## src/pvp_pkg.sv

```systemverilog
// Package: payload structs, register indexes and constants of the vertex projection unit.
`default_nettype none
package pvp_pkg;
  localparam int FracBitsDefault = 16;
  localparam int NumCoeff = 12;
  localparam int CfgIdxW = 3;

  typedef enum logic [CfgIdxW-1:0] {
    REG_PROJ_SCALE = 3'd0,
    REG_CENTER_X   = 3'd1,
    REG_CENTER_Y   = 3'd2,
    REG_NEAR_CLIP  = 3'd3,
    REG_INV_DEPTH  = 3'd4
  } cfg_reg_t;

  localparam logic OP_LOAD = 1'b0;
  localparam logic OP_VERTEX = 1'b1;

  typedef struct packed {
    logic              op;
    logic [3:0]        coeff_index;
    logic signed [31:0] coeff_value;
    logic signed [31:0] pos_x;
    logic signed [31:0] pos_y;
    logic signed [31:0] pos_z;
    logic [31:0]       vertex_color;
    logic [31:0]       vertex_specular;
    logic              last_vertex;
  } in_item_t;

  typedef struct packed {
    logic signed [31:0] screen_x;
    logic signed [31:0] screen_y;
    logic signed [31:0] depth;
    logic signed [31:0] recip_w;
    logic [31:0]       color_out;
    logic [31:0]       specular_out;
    logic              last_out;
  } out_item_t;

  typedef struct packed {
    logic start;
    logic busy;
  } unit_ctl_t;

  function automatic logic signed [31:0] sat32(input logic signed [65:0] v);
    logic signed [31:0] r;
    if (v > 66'sd2147483647) r = 32'sh7fffffff;
    else if (v < -66'sd2147483648) r = 32'sh80000000;
    else r = v[31:0];
    return r;
  endfunction
endpackage
`default_nettype wire

```

## src/pvp_sermul.sv

```systemverilog
// Bit-serial signed multiplier: a 33x33 product, one multiplier bit per cycle.
`default_nettype none
module pvp_sermul (
  input  wire logic               clk,
  input  wire logic               rst,
  input  wire logic               start,
  input  wire logic signed [32:0] a,
  input  wire logic signed [32:0] b,
  output logic                    done,
  output logic signed [65:0]      prod
);
  import pvp_pkg::*;
  logic signed [65:0] mcand;
  logic [32:0]        mplier;
  logic [5:0]         cnt;
  logic               busy;

  always_ff @(posedge clk) begin
    if (rst) begin
      busy <= 1'b0;
      done <= 1'b0;
      cnt  <= '0;
    end else begin
      done <= 1'b0;
      if (start) begin
        busy   <= 1'b1;
        cnt    <= '0;
        mcand  <= 66'(a);
        mplier <= b;
        prod   <= '0;
      end else if (busy) begin
        if (mplier[0]) begin
          if (cnt == 6'd32) prod <= prod - mcand;
          else prod <= prod + mcand;
        end
        mcand  <= mcand <<< 1;
        mplier <= mplier >> 1;
        cnt    <= cnt + 6'd1;
        if (cnt == 6'd32) begin
          busy <= 1'b0;
          done <= 1'b1;
        end
      end
    end
  end
endmodule
`default_nettype wire

```

## src/pvp_serdiv.sv

```systemverilog
// Bit-serial restoring divider: signed 64/32 quotient truncated toward zero.
`default_nettype none
module pvp_serdiv (
  input  wire logic               clk,
  input  wire logic               rst,
  input  wire logic               start,
  input  wire logic signed [63:0] num,
  input  wire logic signed [31:0] den,
  output logic                    done,
  output logic signed [65:0]      quot
);
  import pvp_pkg::*;
  logic [63:0] q;
  logic [32:0] rem;
  logic [31:0] d;
  logic        neg;
  logic [6:0]  cnt;
  logic        busy;
  logic [32:0] trial;

  assign trial = {rem[31:0], q[63]} - {1'b0, d};

  always_ff @(posedge clk) begin
    if (rst) begin
      busy <= 1'b0;
      done <= 1'b0;
      cnt  <= '0;
    end else begin
      done <= 1'b0;
      if (start) begin
        busy <= 1'b1;
        cnt  <= '0;
        rem  <= '0;
        q    <= num[63] ? 64'(-num) : num;
        d    <= den[31] ? 32'(-den) : den;
        neg  <= num[63] ^ den[31];
      end else if (busy) begin
        if (!trial[32]) begin
          rem <= trial;
          q   <= {q[62:0], 1'b1};
        end else begin
          rem <= {rem[31:0], q[63]};
          q   <= {q[62:0], 1'b0};
        end
        cnt <= cnt + 7'd1;
        if (cnt == 7'd63) begin
          busy <= 1'b0;
          done <= 1'b1;
        end
      end
    end
  end

  assign quot = neg ? -$signed({2'b00, q}) : $signed({2'b00, q});
endmodule
`default_nettype wire

```

## src/perspective_vertex_projection_unit.sv

```systemverilog
// Top level: coefficient store, sequencer over a shared serial multiplier and divider.
//
//  channel  | signals                     | dir
//  in       | in_valid in_ready in_data   | input item, load or vertex
//  out      | out_valid out_ready out_data| projected vertex
//  cfg      | cfg_we cfg_index cfg_data   | register writes
//
// A load is written into the coefficient store when it is accepted. A vertex
// runs 12 serial multiplies and one 64-step divide (skipped when w is zero),
// then a finish state. A result waits in the output register; the next item
// is taken once it is handed over. Reset restores the identity matrix and
// register defaults.
`default_nettype none
module perspective_vertex_projection_unit #(
  parameter int FRAC_BITS = pvp_pkg::FracBitsDefault
) (
  input  wire logic              clk,
  input  wire logic              rst,
  input  wire logic              in_valid,
  output logic                   in_ready,
  input  wire pvp_pkg::in_item_t in_data,
  output logic                   out_valid,
  input  wire logic              out_ready,
  output pvp_pkg::out_item_t     out_data,
  input  wire logic              cfg_we,
  input  wire logic [2:0]        cfg_index,
  input  wire logic [31:0]       cfg_data
);
  import pvp_pkg::*;

  typedef enum logic [6:0] {
    S_IDLE = 7'b0000001,
    S_MUL  = 7'b0000010,
    S_MWT  = 7'b0000100,
    S_DIV  = 7'b0001000,
    S_DWT  = 7'b0010000,
    S_FIN  = 7'b0100000,
    S_OUT  = 7'b1000000
  } state_t;

  state_t state;
  logic signed [31:0] proj_scale, center_x, center_y, near_clip, inv_depth_range;
  logic signed [31:0] coeff [NumCoeff];
  in_item_t item;
  logic [3:0] step;
  logic signed [65:0] acc;
  logic signed [31:0] tx, ty, wv, rw;
  logic signed [31:0] sx, sy;
  logic mul_start, mul_done, div_start, div_done;
  logic signed [32:0] ma, mb;
  logic signed [65:0] prod, quot, shp;

  assign shp = prod >>> FRAC_BITS;

  pvp_sermul u_mul (.clk, .rst, .start(mul_start), .a(ma), .b(mb),
                    .done(mul_done), .prod(prod));
  pvp_serdiv u_div (.clk, .rst, .start(div_start),
                    .num(64'(proj_scale) <<< FRAC_BITS), .den(wv),
                    .done(div_done), .quot(quot));

  // steps 0..8 matrix, 9 x, 10 y, 11 depth
  always_comb begin
    ma = '0;
    mb = '0;
    unique case (step)
      4'd0: begin ma = 33'(coeff[0]);  mb = 33'(item.pos_x); end
      4'd1: begin ma = 33'(coeff[1]);  mb = 33'(item.pos_y); end
      4'd2: begin ma = 33'(coeff[2]);  mb = 33'(item.pos_z); end
      4'd3: begin ma = 33'(coeff[4]);  mb = 33'(item.pos_x); end
      4'd4: begin ma = 33'(coeff[5]);  mb = 33'(item.pos_y); end
      4'd5: begin ma = 33'(coeff[6]);  mb = 33'(item.pos_z); end
      4'd6: begin ma = 33'(coeff[8]);  mb = 33'(item.pos_x); end
      4'd7: begin ma = 33'(coeff[9]);  mb = 33'(item.pos_y); end
      4'd8: begin ma = 33'(coeff[10]); mb = 33'(item.pos_z); end
      4'd9: begin ma = 33'(tx); mb = 33'(rw); end
      4'd10: begin ma = 33'(ty); mb = -33'(rw); end
      4'd11: begin ma = 33'(wv) - 33'(near_clip); mb = 33'(inv_depth_range); end
      default: ;
    endcase
  end

  assign in_ready = (state == S_IDLE) && !out_valid;

  always_ff @(posedge clk) begin
    if (rst) begin
      state <= S_IDLE;
      out_valid <= 1'b0;
      mul_start <= 1'b0;
      div_start <= 1'b0;
      proj_scale <= 32'sd65536;
      center_x <= 32'sd20971520;
      center_y <= 32'sd15728640;
      near_clip <= 32'sd65536;
      inv_depth_range <= 32'sd65;
      for (int i = 0; i < NumCoeff; i++)
        coeff[i] <= (i == 0 || i == 5 || i == 10) ? 32'(1 << FRAC_BITS) : '0;
    end else begin
      mul_start <= 1'b0;
      div_start <= 1'b0;
      if (out_valid && out_ready) out_valid <= 1'b0;
      if (cfg_we) begin
        unique case (cfg_index)
          REG_PROJ_SCALE: proj_scale <= cfg_data;
          REG_CENTER_X:   center_x <= cfg_data;
          REG_CENTER_Y:   center_y <= cfg_data;
          REG_NEAR_CLIP:  near_clip <= cfg_data;
          REG_INV_DEPTH:  inv_depth_range <= cfg_data;
          default: ;
        endcase
      end
      unique case (state)
        S_IDLE: if (in_valid && in_ready) begin
          item <= in_data;
          if (in_data.op == OP_LOAD) begin
            if (in_data.coeff_index < 4'(NumCoeff))
              coeff[in_data.coeff_index] <= in_data.coeff_value;
          end else begin
            step <= '0;
            acc <= '0;
            state <= S_MUL;
          end
        end
        S_MUL: begin
          mul_start <= 1'b1;
          state <= S_MWT;
        end
        S_MWT: if (mul_done) begin
          state <= S_MUL;
          step <= step + 4'd1;
          unique case (step)
            4'd2, 4'd5, 4'd8: begin
              acc <= '0;
              if (step == 4'd2) tx <= sat32(acc + shp + 66'(coeff[3]));
              else if (step == 4'd5) ty <= sat32(acc + shp + 66'(coeff[7]));
              else begin
                wv <= sat32(acc + shp + 66'(coeff[11]));
                state <= S_DIV;
              end
            end
            4'd9: sx <= sat32(shp + 66'(center_x));
            4'd10: sy <= sat32(shp + 66'(center_y));
            4'd11: state <= S_FIN;
            default: acc <= acc + shp;
          endcase
        end
        S_DIV: begin
          if (wv == '0) begin
            rw <= '0;
            state <= S_MUL;
          end else begin
            div_start <= 1'b1;
            state <= S_DWT;
          end
        end
        S_DWT: if (div_done) begin
          rw <= sat32(quot);
          state <= S_MUL;
        end
        S_FIN: begin
          out_data.screen_x <= sx;
          out_data.screen_y <= sy;
          out_data.depth <= sat32(shp);
          out_data.recip_w <= rw;
          out_data.color_out <= item.vertex_color;
          out_data.specular_out <= item.vertex_specular;
          out_data.last_out <= item.last_vertex;
          out_valid <= 1'b1;
          state <= S_OUT;
        end
        S_OUT: state <= S_IDLE;
        default: state <= S_IDLE;
      endcase
    end
  end

`ifndef ASSERT_OFF
  a_no_take_while_full: assert property (@(posedge clk) disable iff (rst)
    out_valid |-> !in_ready) else $error("input taken while result pending");
  a_result_from_fin: assert property (@(posedge clk) disable iff (rst)
    $rose(out_valid) |-> $past(state == S_FIN)) else $error("result without finish");
  a_div_nonzero: assert property (@(posedge clk) disable iff (rst)
    div_start |-> wv != '0) else $error("divide by zero started");
`endif
endmodule
`default_nettype wire

```

## config.mk

```make
export PLATFORM = sky130hd
export DESIGN_NAME = perspective_vertex_projection_unit
export DESIGN_NICKNAME = d
export VERILOG_FILES = /design/src/pvp_pkg.sv /design/src/pvp_sermul.sv /design/src/pvp_serdiv.sv /design/src/perspective_vertex_projection_unit.sv
export SDC_FILE = /design/constraint.sdc
export NUM_CORES = 2
export LEC_CHECK = 0
export CORE_AREA = 2 2 395 397
export CTS_BUF_LIST = sky130_fd_sc_hd__clkbuf_2
export DETAILED_ROUTE_END_ITERATION = 16
export DIE_AREA = 0 0 397 399
export DONT_BUFFER_PORTS = 1
export GPL_ROUTABILITY_DRIVEN = 1
export MAX_ROUTING_LAYER = met4
export PLACE_DENSITY = 0.78
export SYNTH_ARGS = -nofsm -noshare
export SYNTH_HDL_FRONTEND = slang
export SYNTH_SLANG_ARGS = --single-unit
```

## constraint.sdc

```tcl
create_clock -name clk -period 29.2 [get_ports clk]
set_input_delay 2.92 -clock clk [delete_from_list [all_inputs] [get_ports clk]]
set_output_delay 2.92 -clock clk [all_outputs]
set_load 0.02 [all_outputs]
```

==> run metrics <==
outcome finished, final reports clean; #FFs+latches synth 1481; hold buffers post-CTS 0; r2r setup slk 19.96 ns; leak pwr 0.03574 uW; largest net degree at the start of global routing 192; Synth Net Count 9631; Max VDD drop 0.00003991 V; insertion delay to the later sink of the worst-skew pair 1.93 ns; max_cap viols 0; DR vias 73260; initial antenna violation count 34; area occupied by registers 42610 um2; Area Growth Syn to Fin 5.846%; routed len/inst 25.26 um; Async S/R FF share, synth 0; GPL Wtd Cong 1.035; Crit path required time 30.73 ns; Avg Inst Size Synth 10.02 um2; Main synth FF type edfxtp_1; Gate Count Post-Synth 8883; crit-path max FO 31; Layout Skew 0.2720 ns; Setup violations, final 0; met2 routed wirelength 128000 um; power consumption 5040 uW; Yosys cell types 94; Total GRT Usage 0.3614; DP Area 90810 um2; CP max-delay cell a31oi_4; Final period util 0.3165; Crit. End Element flip-flop; clk sinks 1481; Initial Util 0.5791; global route overflow 0; slew margin rel. 0.1530; Hold Path Class reg2reg; top sig layer met4; Peak Freq 108.2 MHz; Core ar. 153700 um2; 1st-iter DRT viols 8861; Root Driver clkbuf_2; Nets 9649; most frequent cells in the layout 1294 x edfxtp_1, 848 x nand2_1, 828 x a21oi_1; CTS-repair resized insts 0; # Post-CTS Setup Buffers 0; Fin. Hold Viols 0; H-tree levels 5; placed wire-length estimate 205500 um; crit path kind reg2reg; input/output buffers 0; Crit path largest cell delay 0.85 ns; Residual DRC 0; share of cells above drive strength 1 0.08655; Mapped Area 89000 um2; startpoint types flip-flop; Ys Warns 0; clock slew at reported path FFs 0.12 ns; die area 158400 um2; vias in the first global route 69150; global-route wire length before repair 422800 um; Slew @ Worst Pin 1.261 ns; Vert. Die Dim 399 um; commonest non-fill, non-tap cell in the layout edfxtp_1; met3 WL 29520 um; setup TNS 0 ns; total CTS buffers 385; Filler cells 12580; DRT Wirelength 284800 um; Slew Limit Fails 0; clk buf depth 4; CTS tree built; Power Density 53.50 nW/um2; Detailed Routing Iterations Pass 1 10; final instance area 94200 um2; Vias/cell 6.498; register area share after synthesis 0.4787; DIE WIDTH 397 um; Post-synth EDFFs 1294; I/O pin count 433; unrepaired setup endpoints after global routing no; min cycle time layout 9.243 ns; met1 wire length 112100 um; area occupied by multi-input gates 43890 um2; Worst Path Arrival 10.77 ns; Placement Rows 144; Antenna Nets Post-Route 0
path summary, 6_finish.rpt:
check                               startpoint                endpoint  cells past startpoint
setup / recovery  u_mul.prod[16]$_SDFFCE_PP0P_    ty[24]$_SDFFCE_PN1P_                     29
hold / removal              item[10]$_DFFE_PP_  out_data[10]$_DFFE_PP_                      0
setup reg to reg  u_mul.prod[16]$_SDFFCE_PP0P_    ty[24]$_SDFFCE_PN1P_                     29
hold reg to reg             item[10]$_DFFE_PP_  out_data[10]$_DFFE_PP_                      0
report_power, final:
group / leakage [uW] / internal, uW / total, uW / switching (uW)
Clock: 0.00255 / 515 / 1390 / 875
Combinational: 0.0195 / 402 / 1210 / 806
Sequential: 0.0137 / 2410 / 2440 / 34.8
Total: 0.0357 / 3320 / 5040 / 1720
synth_stat cells (all sizes together), types with 14 or more instances:
| library cell | number | area share |
|---|---|---|
| a31oi | 81 | 0.0057 |
| nand3b | 21 | 0.0018 |
| nor3 | 128 | 0.0072 |
| o21ai | 574 | 0.032 |
| clkbuf | 448 | 0.019 |
| o21bai | 90 | 0.0076 |
| a22o | 45 | 0.0044 |
| dfxtp | 187 | 0.042 |
| a221oi | 57 | 0.0056 |
| nand4 | 144 | 0.010 |
| nor2 | 546 | 0.023 |
| or2 | 46 | 0.0032 |
| a21o | 298 | 0.025 |
| a211oi | 60 | 0.0051 |
| o41ai | 38 | 0.0041 |
| a2111oi | 16 | 0.0016 |
| o211ai | 32 | 0.0027 |
| nor4 | 77 | 0.0056 |
| a21oi | 831 | 0.047 |
| and2 | 486 | 0.034 |
| a21boi | 27 | 0.0023 |
| nand3 | 134 | 0.0075 |
| or3 | 68 | 0.0048 |
| buf | 18 | 0.00087 |
| o21a | 76 | 0.0064 |
| a41oi | 15 | 0.0015 |
| ha | 501 | 0.070 |
| o22ai | 14 | 0.00098 |
| nor2b | 76 | 0.0053 |
| and4 | 26 | 0.0026 |
| inv | 272 | 0.011 |
| edfxtp | 1294 | 0.44 |
| o2bb2ai | 50 | 0.0049 |
| or4 | 35 | 0.0030 |
| nand2b | 77 | 0.0054 |
| nand2 | 848 | 0.036 |
| xnor2 | 380 | 0.037 |
| a22oi | 85 | 0.0072 |
| mux2i | 21 | 0.0024 |
| xor2 | 257 | 0.025 |
| and3 | 65 | 0.0046 |
| o31ai | 82 | 0.0070 |
| a222oi | 58 | 0.0065 |
critical path: cells and delay by family, from the launching register on:
family                   cells  cell delay, ns
XOR/XNOR                     2            0.82
buffers and inverters        2            0.33
AO/OA/AOI/OAI               19            5.67
flip-flops                   1            0.49
AND/OR/NAND/NOR              3            0.54
adder cells (fa/ha/maj)      3            1.14
sequential cells by signal, indices dropped and copies added, names as in the netlist, 33 cells and up:
| signal | cells |
|---|---|
| u_div.q | 64 |
| u_mul.mcand | 66 |
| item | 161 |
| out_data | 193 |
| u_mul.prod | 66 |
| u_mul.mplier | 33 |
| acc | 66 |
| coeff | 384 |
cell families after synthesis:
family          Yosys count  synth area share
flops                  1481            0.4787
xor+xnor                640           0.06346
buf+inv                 739           0.03128
fa+ha+maj               510           0.07246
mux                      26          0.002995
compound gates         2658            0.1916
simple gates           2829            0.1596
through the flow:
step	utilization	std cells	setup slack (ns)	hold WS, ns
2_1_floorplan	-	8883	5.685	0.4003
3_3_place_gp	0.5909	10560	20.46	0.4002
3_5_place_dp	0.5909	10560	20.15	0.4045
4_1_cts	0.6122	11230	20.17	0.3232
5_1_grt	0.6127	11260	19.59	0.3328
6_report	0.6129	11280	19.96	0.3221
final cells by class:
cell class	count	area share
Inverter	273	0.01088
Clock inverter	120	0.005433
Tap cell	2044	0.02715
Multi-Input combinational cell	6663	0.4660
Sequential cell	1481	0.4523
Antenna cell	46	0.001222
Clock buffer	551	0.02927
Timing Repair Buffer	97	0.007731
per-layer routing:
metal,vias up,GRT usage
met2,4280,0.5458
met4,0,0.1869
met1,34930,0.4629
met3,730,0.07163
met5,-,-
li1,33320,-
(Power assumes the default switching activity.)
